$ cat config.mk
export PLATFORM = sky130hd
export DESIGN_NAME = instance_block_stream_parser_top
export DESIGN_NICKNAME = d
export VERILOG_FILES = /design/src/rtl/core/isp_pkg.sv /design/src/rtl/core/isp_parser.sv /design/src/rtl/core/isp_out_buf.sv /design/src/rtl/core/instance_block_stream_parser_top.sv
export SDC_FILE = /design/constraint.sdc
export NUM_CORES = 1
export LEC_CHECK = 0
export BUFFER_PORTS_ARGS = -buffer_cell sky130_fd_sc_hd__buf_2
export CAP_MARGIN = 25
export CORE_MARGIN = 1.5
export CORE_UTILIZATION = 55
export CTS_CLUSTER_SIZE = 30
export DETAILED_ROUTE_END_ITERATION = 10
export GPL_TIMING_DRIVEN = 0
export PLACE_DENSITY = 0.74
export SLEW_MARGIN = 10
export SYNTH_ARGS = -nofsm -noshare
export SYNTH_HDL_FRONTEND = slang
export SYNTH_HIERARCHICAL = 1
export SYNTH_SLANG_ARGS = --single-unit
$ cat constraint.sdc
create_clock -name clk -period 13.5 [get_ports clk]
set_clock_uncertainty 0.05 [all_clocks]
set_input_delay 0.675 -clock clk [delete_from_list [all_inputs] [get_ports clk]]
set_output_delay 0.675 -clock clk [all_outputs]
set_load 0.01 [all_outputs]
$ cat src/rtl/core/isp_pkg.sv
// Shared types and constants for the instance-block stream parser.
package isp_pkg;

	localparam int unsigned TDATA_W = 144;
	localparam logic [31:0] MAGIC_WORD = 32'h900d_f00d;

	localparam logic [2:0] KIND_RANGE   = 3'd0;
	localparam logic [2:0] KIND_LAYER   = 3'd1;
	localparam logic [2:0] KIND_SMIN    = 3'd2;
	localparam logic [2:0] KIND_SMAX    = 3'd3;
	localparam logic [2:0] KIND_INST    = 3'd4;
	localparam logic [2:0] KIND_DONE    = 3'd5;
	localparam logic [2:0] KIND_ERROR   = 3'd6;

	localparam logic [2:0] ERR_NONE     = 3'd0;
	localparam logic [2:0] ERR_VERSION  = 3'd1;
	localparam logic [2:0] ERR_SCALE    = 3'd2;
	localparam logic [2:0] ERR_FORMAT   = 3'd3;
	localparam logic [2:0] ERR_MAGIC    = 3'd4;

	localparam logic [3:0] LEN_WORD     = 4'd4;
	localparam logic [3:0] LEN_HALF     = 4'd2;
	localparam logic [3:0] LEN_RECORD   = 4'd10;

	typedef enum logic [9:0] {
		PH_IDLE   = 10'b00_0000_0001,
		PH_LCOUNT = 10'b00_0000_0010,
		PH_RANGE  = 10'b00_0000_0100,
		PH_LID    = 10'b00_0000_1000,
		PH_ICOUNT = 10'b00_0001_0000,
		PH_SMIN   = 10'b00_0010_0000,
		PH_SMAX   = 10'b00_0100_0000,
		PH_FORMAT = 10'b00_1000_0000,
		PH_INST   = 10'b01_0000_0000,
		PH_MAGIC  = 10'b10_0000_0000
	} phase_t;

	typedef struct packed {
		logic [2:0]  kind;
		logic [15:0] layer_ident;
		logic [31:0] word;
		logic [15:0] pos_x;
		logic [15:0] pos_y;
		logic [15:0] pos_z;
		logic [7:0]  scale_code;
		logic [7:0]  rot_x;
		logic [7:0]  rot_y;
		logic [7:0]  rot_z;
		logic [7:0]  rot_w;
		logic [2:0]  error_code;
	} result_t;

endpackage

$ cat src/rtl/core/isp_parser.sv
// Byte-wise parser state machine that turns each accepted byte into at most one result.
module isp_parser import isp_pkg::*; (
	input  logic       clk,
	input  logic       arst_n,
	input  logic       in_fire,
	input  logic [7:0] in_byte,
	input  logic       in_start,
	output logic       res_valid,
	output result_t    res
);

	phase_t      phase_q, phase_d;
	logic [3:0]  cnt_q, cnt_d, cnt_inc;
	logic [31:0] gather_q, gather_d, gather_next;
	logic [7:0]  layers_q, layers_d, layers_dec;
	logic [15:0] inst_q, inst_d, inst_dec;
	logic [15:0] layer_id_q, layer_id_d;
	logic [31:0] smin_q, smin_d;
	logic [7:0]  rec_q [LEN_RECORD];
	logic        rec_we;

	function automatic logic is_nan(input logic [31:0] b);
		is_nan = (b[30:23] == 8'hFF) && (b[22:0] != 23'd0);
	endfunction

	function automatic logic [31:0] order_key(input logic [31:0] b);
		order_key = b[31] ? ~b : {1'b1, b[30:0]};
	endfunction

	// IEEE ordered a < b on raw single-precision bits; signed zeros are equal.
	function automatic logic float_less(input logic [31:0] a, input logic [31:0] b);
		if (is_nan(a) || is_nan(b))
			float_less = 1'b0;
		else if ((a[30:0] | b[30:0]) == 31'd0)
			float_less = 1'b0;
		else
			float_less = order_key(a) < order_key(b);
	endfunction

	assign cnt_inc     = cnt_q + 4'd1;
	assign gather_next = {gather_q[23:0], in_byte};
	assign layers_dec  = layers_q - 8'd1;
	assign inst_dec    = inst_q - 16'd1;

	always_comb begin
		phase_d    = phase_q;
		cnt_d      = cnt_q;
		gather_d   = gather_q;
		layers_d   = layers_q;
		inst_d     = inst_q;
		layer_id_d = layer_id_q;
		smin_d     = smin_q;
		rec_we     = 1'b0;
		res_valid  = 1'b0;
		res        = '0;
		res.layer_ident = layer_id_q;

		if (in_fire) begin
			if (in_start) begin
				// A block start restarts the parser from a cleared state.
				cnt_d      = '0;
				gather_d   = '0;
				layers_d   = '0;
				inst_d     = '0;
				layer_id_d = '0;
				smin_d     = '0;
				res.layer_ident = '0;
				if (in_byte != 8'd0) begin
					phase_d        = PH_IDLE;
					res_valid      = 1'b1;
					res.kind       = KIND_ERROR;
					res.error_code = ERR_VERSION;
				end else begin
					phase_d = PH_LCOUNT;
				end
			end else begin
				case (phase_q)
					PH_LCOUNT: begin
						layers_d = in_byte;
						phase_d  = PH_RANGE;
					end
					PH_RANGE: begin
						if (cnt_inc >= LEN_WORD) begin
							cnt_d     = '0;
							gather_d  = '0;
							phase_d   = (layers_q == 8'd0) ? PH_MAGIC : PH_LID;
							res_valid = 1'b1;
							res.kind  = KIND_RANGE;
							res.word  = gather_next;
						end else begin
							cnt_d    = cnt_inc;
							gather_d = gather_next;
						end
					end
					PH_LID: begin
						if (cnt_inc >= LEN_HALF) begin
							cnt_d      = '0;
							gather_d   = '0;
							layer_id_d = gather_next[15:0];
							phase_d    = PH_ICOUNT;
						end else begin
							cnt_d    = cnt_inc;
							gather_d = gather_next;
						end
					end
					PH_ICOUNT: begin
						if (cnt_inc >= LEN_HALF) begin
							cnt_d     = '0;
							gather_d  = '0;
							inst_d    = gather_next[15:0];
							phase_d   = PH_SMIN;
							res_valid = 1'b1;
							res.kind  = KIND_LAYER;
							res.word  = {16'd0, gather_next[15:0]};
						end else begin
							cnt_d    = cnt_inc;
							gather_d = gather_next;
						end
					end
					PH_SMIN: begin
						if (cnt_inc >= LEN_WORD) begin
							cnt_d     = '0;
							gather_d  = '0;
							smin_d    = gather_next;
							phase_d   = PH_SMAX;
							res_valid = 1'b1;
							res.kind  = KIND_SMIN;
							res.word  = gather_next;
						end else begin
							cnt_d    = cnt_inc;
							gather_d = gather_next;
						end
					end
					PH_SMAX: begin
						if (cnt_inc >= LEN_WORD) begin
							cnt_d     = '0;
							gather_d  = '0;
							res_valid = 1'b1;
							if (float_less(gather_next, smin_q)) begin
								phase_d        = PH_IDLE;
								res.kind       = KIND_ERROR;
								res.error_code = ERR_SCALE;
							end else begin
								phase_d  = PH_FORMAT;
								res.kind = KIND_SMAX;
								res.word = gather_next;
							end
						end else begin
							cnt_d    = cnt_inc;
							gather_d = gather_next;
						end
					end
					PH_FORMAT: begin
						if (in_byte != 8'd0) begin
							phase_d        = PH_IDLE;
							res_valid      = 1'b1;
							res.kind       = KIND_ERROR;
							res.error_code = ERR_FORMAT;
						end else if (inst_q == 16'd0) begin
							layers_d = layers_dec;
							phase_d  = (layers_dec == 8'd0) ? PH_MAGIC : PH_LID;
						end else begin
							phase_d = PH_INST;
						end
					end
					PH_INST: begin
						if (cnt_q < LEN_RECORD) begin
							rec_we = 1'b1;
							cnt_d  = cnt_inc;
						end else begin
							// The eleventh byte completes the record and goes out directly.
							cnt_d          = '0;
							res_valid      = 1'b1;
							res.kind       = KIND_INST;
							res.pos_x      = {rec_q[0], rec_q[1]};
							res.pos_y      = {rec_q[2], rec_q[3]};
							res.pos_z      = {rec_q[4], rec_q[5]};
							res.scale_code = rec_q[6];
							res.rot_x      = rec_q[7];
							res.rot_y      = rec_q[8];
							res.rot_z      = rec_q[9];
							res.rot_w      = in_byte;
							inst_d         = inst_dec;
							if (inst_dec == 16'd0) begin
								layers_d = layers_dec;
								phase_d  = (layers_dec == 8'd0) ? PH_MAGIC : PH_LID;
							end
						end
					end
					PH_MAGIC: begin
						if (cnt_inc >= LEN_WORD) begin
							cnt_d     = '0;
							gather_d  = '0;
							phase_d   = PH_IDLE;
							res_valid = 1'b1;
							if (gather_next != MAGIC_WORD) begin
								res.kind       = KIND_ERROR;
								res.error_code = ERR_MAGIC;
							end else begin
								res.kind = KIND_DONE;
							end
						end else begin
							cnt_d    = cnt_inc;
							gather_d = gather_next;
						end
					end
					default: begin
						phase_d = PH_IDLE;
					end
				endcase
			end
		end
	end

	always_ff @(posedge clk or negedge arst_n) begin
		if (!arst_n) begin
			phase_q    <= PH_IDLE;
			cnt_q      <= '0;
			gather_q   <= '0;
			layers_q   <= '0;
			inst_q     <= '0;
			layer_id_q <= '0;
			smin_q     <= '0;
		end else begin
			phase_q    <= phase_d;
			cnt_q      <= cnt_d;
			gather_q   <= gather_d;
			layers_q   <= layers_d;
			inst_q     <= inst_d;
			layer_id_q <= layer_id_d;
			smin_q     <= smin_d;
		end
	end

	always_ff @(posedge clk) begin
		if (rec_we)
			rec_q[cnt_q] <= in_byte;
	end

	assert property (@(posedge clk) disable iff (!arst_n)
		res_valid && (res.kind == KIND_ERROR) |-> (res.error_code != ERR_NONE))
		else $error("error result without an error code");

	assert property (@(posedge clk) disable iff (!arst_n)
		res_valid && ((res.kind == KIND_ERROR) || (res.kind == KIND_DONE))
		|=> (phase_q == PH_IDLE))
		else $error("parser did not return to idle after end of block");

	assert property (@(posedge clk) disable iff (!arst_n)
		(phase_q == PH_INST) |-> (cnt_q <= LEN_RECORD))
		else $error("record byte counter ran past the record length");

endmodule

$ cat src/rtl/core/isp_out_buf.sv
// Two-entry output register with skid stage between the parser and the result stream.
module isp_out_buf import isp_pkg::*; (
	input  logic    clk,
	input  logic    arst_n,
	input  logic    push,
	input  result_t push_data,
	output logic    in_ready,
	output logic    out_valid,
	input  logic    out_ready,
	output result_t out_data
);

	logic    main_valid_q, skid_valid_q;
	result_t main_q, skid_q;
	logic    pop;

	assign pop       = main_valid_q && out_ready;
	assign in_ready  = !skid_valid_q;
	assign out_valid = main_valid_q;
	assign out_data  = main_q;

	always_ff @(posedge clk or negedge arst_n) begin
		if (!arst_n) begin
			main_valid_q <= 1'b0;
			skid_valid_q <= 1'b0;
		end else if (!main_valid_q || pop) begin
			main_valid_q <= skid_valid_q || push;
			skid_valid_q <= 1'b0;
		end else if (push) begin
			skid_valid_q <= 1'b1;
		end
	end

	always_ff @(posedge clk) begin
		if (!main_valid_q || pop) begin
			main_q <= skid_valid_q ? skid_q : push_data;
		end else if (push) begin
			skid_q <= push_data;
		end
	end

	assert property (@(posedge clk) disable iff (!arst_n)
		skid_valid_q |-> main_valid_q)
		else $error("skid word held while the output register is empty");

	assert property (@(posedge clk) disable iff (!arst_n)
		push && main_valid_q && !out_ready |=> skid_valid_q)
		else $error("word pushed under a stall was not caught by the skid stage");

endmodule

$ cat src/rtl/core/instance_block_stream_parser_top.sv
// Top level of the instance-block stream parser.
//
// The s_axis channel carries one byte of a serialized instance block per word;
// s_axis_tuser high marks the version byte of a new block and restarts the parser.
// The m_axis channel carries parse results: m_axis_tuser holds the result kind
// and m_axis_tdata the layer id, word, instance record and error code.
// A byte that completes a field has its result registered in the output stage
// before it shows on m_axis; bytes that complete nothing give no result.
// Throughput is one byte per cycle while s_axis_tready is high, set by the parser
// state update, which works on each byte in the cycle it is accepted.
// After reset the parser is idle and waits for a block start; bytes without one
// are dropped. The output stage is empty.
// When the receiver stalls, one result waits on m_axis and a second is held in a
// skid register; s_axis_tready falls only while the skid register is full.
// Errors send the parser back to idle until the next block start.
module instance_block_stream_parser_top import isp_pkg::*; (
	input  logic               clk,
	input  logic               arst_n,
	input  logic               s_axis_tvalid,
	output logic               s_axis_tready,
	input  logic [7:0]         s_axis_tdata,  // [7:0] data_byte
	input  logic               s_axis_tuser,  // [0] block_start
	output logic               m_axis_tvalid,
	input  logic               m_axis_tready,
	// [15:0] layer_ident, [47:16] word, [63:48] pos_x, [79:64] pos_y, [95:80] pos_z,
	// [103:96] scale_code, [111:104] rot_x, [119:112] rot_y, [127:120] rot_z,
	// [135:128] rot_w, [138:136] error_code, [143:139] zero
	output logic [TDATA_W-1:0] m_axis_tdata,
	output logic [2:0]         m_axis_tuser   // [2:0] kind
);

	logic    in_fire;
	logic    res_valid;
	result_t res, out_res;

	assign in_fire = s_axis_tvalid && s_axis_tready;

	isp_parser u_parser (
		.clk       (clk),
		.arst_n    (arst_n),
		.in_fire   (in_fire),
		.in_byte   (s_axis_tdata),
		.in_start  (s_axis_tuser),
		.res_valid (res_valid),
		.res       (res)
	);

	isp_out_buf u_out_buf (
		.clk       (clk),
		.arst_n    (arst_n),
		.push      (res_valid),
		.push_data (res),
		.in_ready  (s_axis_tready),
		.out_valid (m_axis_tvalid),
		.out_ready (m_axis_tready),
		.out_data  (out_res)
	);

	assign m_axis_tuser = out_res.kind;
	assign m_axis_tdata = {5'd0, out_res.error_code, out_res.rot_w, out_res.rot_z,
		out_res.rot_y, out_res.rot_x, out_res.scale_code, out_res.pos_z,
		out_res.pos_y, out_res.pos_x, out_res.word, out_res.layer_ident};

endmodule
Word-level counts from Yosys, hierarchy flattened
Memories as Yosys holds them, arrays and structs flattened.
Index checks and enable logic that the tools add are counted.
{"block": "word_totals", "register_bits": 396, "ram_bits": 80, "inputBits": 13, "out_inout_bits": 149, "elab_cells": 196, "mem_count": 1}
{"memory": "u_parser.rec_q", "words": 10, "word_bits": 8, "rd": 10, "rd_clocked_by_memory_dff": 0, "wr": 1, "line_no": "isp_parser.sv:19", "text": "logic [7:0] rec_q [LEN_RECORD];"}
{"block": "op_classes", "n_addsub": 3, "order_cmp": 4, "eq_ne": 22, "mux": 92, "bitwise": 4, "reduce_logical": 37}
{"operator": "142-bit two-way mux", "count": 2}
{"operator": "32-bit two-way mux", "count": 8}
{"operator": "88-bit two-way mux", "count": 2}
{"operator": "10-bit two-way mux", "count": 13}
{"operator": "120-bit two-way mux", "count": 1}
{"operator": "16-bit two-way mux", "count": 7}
{"operator": "32-bit case mux with 3 select lines", "count": 1}
{"operator": "10-bit case mux with 9 select lines", "count": 1}
{"operator": "24-bit two-way mux", "count": 3}
{"operator": "32-bit NOT", "count": 2}
{"operator": "8-bit two-way mux", "count": 6}
{"operator": "24-bit case mux with 2 select lines", "count": 1}
{"operator": "23-bit nonzero test", "count": 2}
{"operator": "16-bit zero test", "count": 2}
{"operator": "32-bit less-than comparator", "count": 1}
{"operator": "32-bit inequality test (second input constant)", "count": 1}
{"operator": "16-bit case mux with 2 select lines", "count": 1}
{"operator": "31-bit zero test", "count": 1}
{"operator": "31-bit OR", "count": 1}
{"operator": "3-bit two-way mux", "count": 10}
{"operator": "3-bit by 2-bit inequality test with 1-bit output (second input constant)", "count": 8}
{"operator": "8-bit case mux with 3 select lines", "count": 1}
{"operator": "1-bit two-way mux", "count": 22}
{"operator": "3-bit case mux with 6 select lines", "count": 1}
{"operator": "38 further kinds", "count": 64}

Depth between registers and ports, before layout
{"block": "logic_depth", "ltp_word": 15, "depth_mapped": 15, "depth_no_buf": 13}

Cells and area by module
The synthesis kept the hierarchy.
{"mod": "isp_parser", "instances": 1, "cells_per_inst": 1102, "area_each_um2": 10998.0, "seq_area_each_um2": 5156.2}
{"mod": "isp_out_buf", "instances": 1, "cells_per_inst": 451, "area_each_um2": 10553.9, "seq_area_each_um2": 8578.2}
{"mod": "instance_block_stream_parser_top", "instances": 1, "cells_per_inst": 7, "area_each_um2": 47.5, "seq_area_each_um2": 0.0}

Worst setup path after synthesis
No wires, ideal clock.
{"block": "synth_timing", "path_type": "in2reg", "start": "input m_axis_tready", "end": "register u_out_buf/skid_q[0] (netlist name), enable pin", "setup_ns": 1.432, "arrival_ns": 11.235, "t_required_ns": 12.018, "setup_slack_ns": 0.784, "stages": 2, "path_buffers": 0, "cell_sequence": "nand2b_1 > nor2_1"}
{"block": "synth_via", "elab_chain_cells": 4}
{"element": "start, declared", "line_no": "instance_block_stream_parser_top.sv:24", "text": "input logic m_axis_tready,"}
{"element": "1-bit logical AND", "line_no": "isp_out_buf.sv:17", "text": "assign pop = main_valid_q && out_ready;"}
{"element": "1-bit logical OR", "line_no": "isp_out_buf.sv:35", "text": "if (!main_valid_q || pop) begin"}
{"element": "1-bit NOT (no source line)"}
{"element": "2-bit AND reduction (no source line)"}
{"element": "end signal, assigned", "line_no": "isp_out_buf.sv:38", "text": "skid_q <= push_data;"}
{"element": "end, declared", "line_no": "isp_out_buf.sv:14", "text": "result_t main_q, skid_q;"}
No other way between the ends.
A chain may end at the register's enable or synchronous reset.

==> impl_results.md <==
- DR vias/cell: 5.80
- Grt ovf: 0
- Synth async-reset ratio: 0.235
- Design area: 0.0247 mm^2
- Tmin final: 4.36 ns
- Post-DP Area: 0.0233 mm^2
- Rel. slew slack: 0.434
- Min-delay src: u_parser/layer_id_q[4]
- Reg-to-reg critical path startpoint: u_parser/smin_q[31]
- Status: complete, no violations
- Total wire length: 49.0 mm
- Post-layout power: 3340 uW
- Worst Setup End Kind: register
- Vias in the first global route: 13,400
- Drt drc: 0
- Core Area: 0.0387 mm^2
- DIE WIDTH: 201 um
- Cells after Synth: 1,560
- Fraction of final layout cells sized beyond drive strength 1: 0.253
- Initial antenna violation count: 0
- Worst Path Arrival: 4.63 ns
- Non-Filler Instances: 2,336
- Top post-synthesis cells by area: edfxtp_1, dfrtp_1, mux2_2
- Layout overhead on the synthesized area: 14.5%
- Seq/Total Area, Yosys: 0.636
- Tcrit/Tclk final: 0.323
- WHS: 0.432 ns
- Placed insts: 2,247
- Worst-margin pin slew: 0.843 ns
- Clock slew at reported path FFs: 0.06 ns
- Post_cts resized: 0
- Power per cell area: 135 mW/mm^2
- Final HPWL DP: 33.2 mm
- Iter 0 DRT Violations: 1,094
- Synthesized area per cell: 13.8 um^2
- Port bufs: 155
- Initial Util: 0.558
- Hold Buf Count CTS: 1
- Synth Flop Type: edfxtp_1
- Die area: 0.0405 mm^2
- CTS H-tree lvls: 2
- Largest net degree at the start of global routing: 90
- Sum Neg Setup Slack: 0 ns
- Worst Setup Start Kind: register
- Critical Path RT: 13.77 ns
- Post-synth EDFFs: 364
- Diode count: 0
- Synth Register Bits: 476
- Worst-case clock buffer depth: 3
- Worst reg-to-reg setup slack: 9.14 ns
- GPL Wtd Cong: 0.931
- Worst-skew pair later-pin latency: 0.58 ns
- Yosys cell types: 89
- Post-DR wirelength/cell: 21.0 um
- Setup Viol. Count Final: 0
- Clk root buf: clkbuf_16
- Final hold vios: 0
- Overall die height: 201 um
- Global-route wire length before repair: 76.5 mm
- Max IR drop VDD: 0.0852 mV
- Nets@finish: 1,834
- Hold WC Path Type: reg2reg
- RSZ-0062 raised after global routing: false
- CP Class: reg2reg
- Hold Path End: u_parser/layer_id_q[4]
- Pleak: 0.00988 uW
- Tot GR Track Use: 0.242
- DR pass1 iterations: 6
- Max Fanout on Critical Path: 10
- Reg-to-reg endpoint: u_out_buf/out_data[116]
- Max Cap Viol: 0
- Post CTS Setup Buffer Count: 0
- R2R depth: 14
- Cell count of the worst hold path: 2
- Commonest cells after routing, fill and taps aside: edfxtp_1, buf_2, nand2_1, and2_1, dfrtp_1
- Most common cell after layout, fill and taps aside: edfxtp_1
- YS warnings: 6
- Cell Rows: 72
- CTS sink cnt: 476
- Fillers: 2,912
- Io pins: 162
- CTS tree: yes
- Fmax achieved: 0.229 GHz
- Inserted Clock Buffers: 48
- Cell taking the most area after synthesis: edfxtp_1
- Vias post-DR: 13,500
- Count of final max-slew check failures: 0
- Area of the mapped netlist: 0.0216 mm^2
- Post-route ant nets: 0
- Share of the synthesized area in the top cell type: 0.506
synthesized netlist by cell type (10+ instances only):
cell	instances
a21oi_1	44
buf_2	14
nor4b_1	11
clkbuf_1	57
dfrtp_1	111
ha_1	41
nor4b_2	10
xor2_1	32
nand4_1	35
mux2_2	84
o31ai_1	14
a22o_1	24
xnor2_1	35
nor4_1	22
and2_1	113
mux2_4	58
nand3_1	18
inv_1	16
edfxtp_1	364
buf_6	12
nand2_1	125
o21ai_0	85
nor3_1	25
nor2_1	63
worst max-delay path by stage:
stage | from | end
after CTS | u_parser/smin_q[31] | u_out_buf/out_data[117]
after floorplan | m_axis_tready | u_out_buf/skid_q[0]
after global routing | u_parser/smin_q[31] | u_out_buf/out_data[113]
after detailed placement | s_axis_tdata[2] | u_out_buf/out_data[117]
after global placement | m_axis_tready | u_out_buf/skid_q[117]
final | u_parser/smin_q[31] | u_out_buf/out_data[116]
per-layer routing:
metal	up-vias	wire, um	GRT usage
met2	505	22800	0.380
li1	6257	-	-
met4	0	951	0.0653
met5	-	0	0
met1	6700	22000	0.354
met3	77	3320	0.0390
sequential cells by signal, summed over array words and instances, names as in the netlist:
signal / flops
u_out_buf/skid_valid_q: 1
u_parser/cnt_q: 4
u_parser/rec_q: 80
u_parser/smin_q: 32
u_out_buf/skid_q: 142
u_parser/inst_q: 16
u_parser/layer_id_q: 16
u_out_buf/out_valid: 1
u_out_buf/out_data: 142
u_parser/phase_q: 10
u_parser/layers_q: 8
u_parser/gather_q: 24
layout make-up:
cell class	count	area, um^2	area share
well taps	518	648	0.0262
clock inverters	21	133	0.00536
flip-flops and latches	476	13700	0.555
repair buffers	166	1020	0.0414
multi-input cells	974	7320	0.296
clock buffers	67	1300	0.0527
inverters	16	60.1	0.00243
plain buffers	98	518	0.0209
per-stage QoR:
stage	util	setup WS [ns]
floorplan	-	0.784
global placement	0.595	-7.48
detailed placement	0.601	9.09
CTS	0.639	9.20
global route	0.639	8.99
finish	0.639	9.14
report_power, final:
part,switching (uW),internal [uW],total (uW)
logic,246,160,406
clock network,542,677,1220
registers,47.6,1660,1710
total,835,2500,3340
worst max-delay path, cell delays in order (launching register included):
cell and delay [ns]:
dfrtp_1 0.37, clkbuf_1 0.27, buf_1 0.60, xnor2_1 0.18, ha_1 0.35, a21oi_1 0.17
o21ai_0 0.12, a211oi_1 0.24, nand2_1 0.12, nor4b_4 0.50, a21oi_2 0.19, o211ai_4 0.36
buf_12 0.19, a21boi_2 0.07, mux2_4 0.29
cell families after synthesis:
kind of cell | share of synthesized area
AO/OA/AOI/OAI | 0.0732
XOR/XNOR | 0.0272
adder cells (fa/ha/maj) | 0.0238
buffers and inverters | 0.0268
flip-flops | 0.636
multiplexers | 0.0850
other | 0.000174
AND/OR/NAND/NOR | 0.128
(Power assumes the default switching activity.)
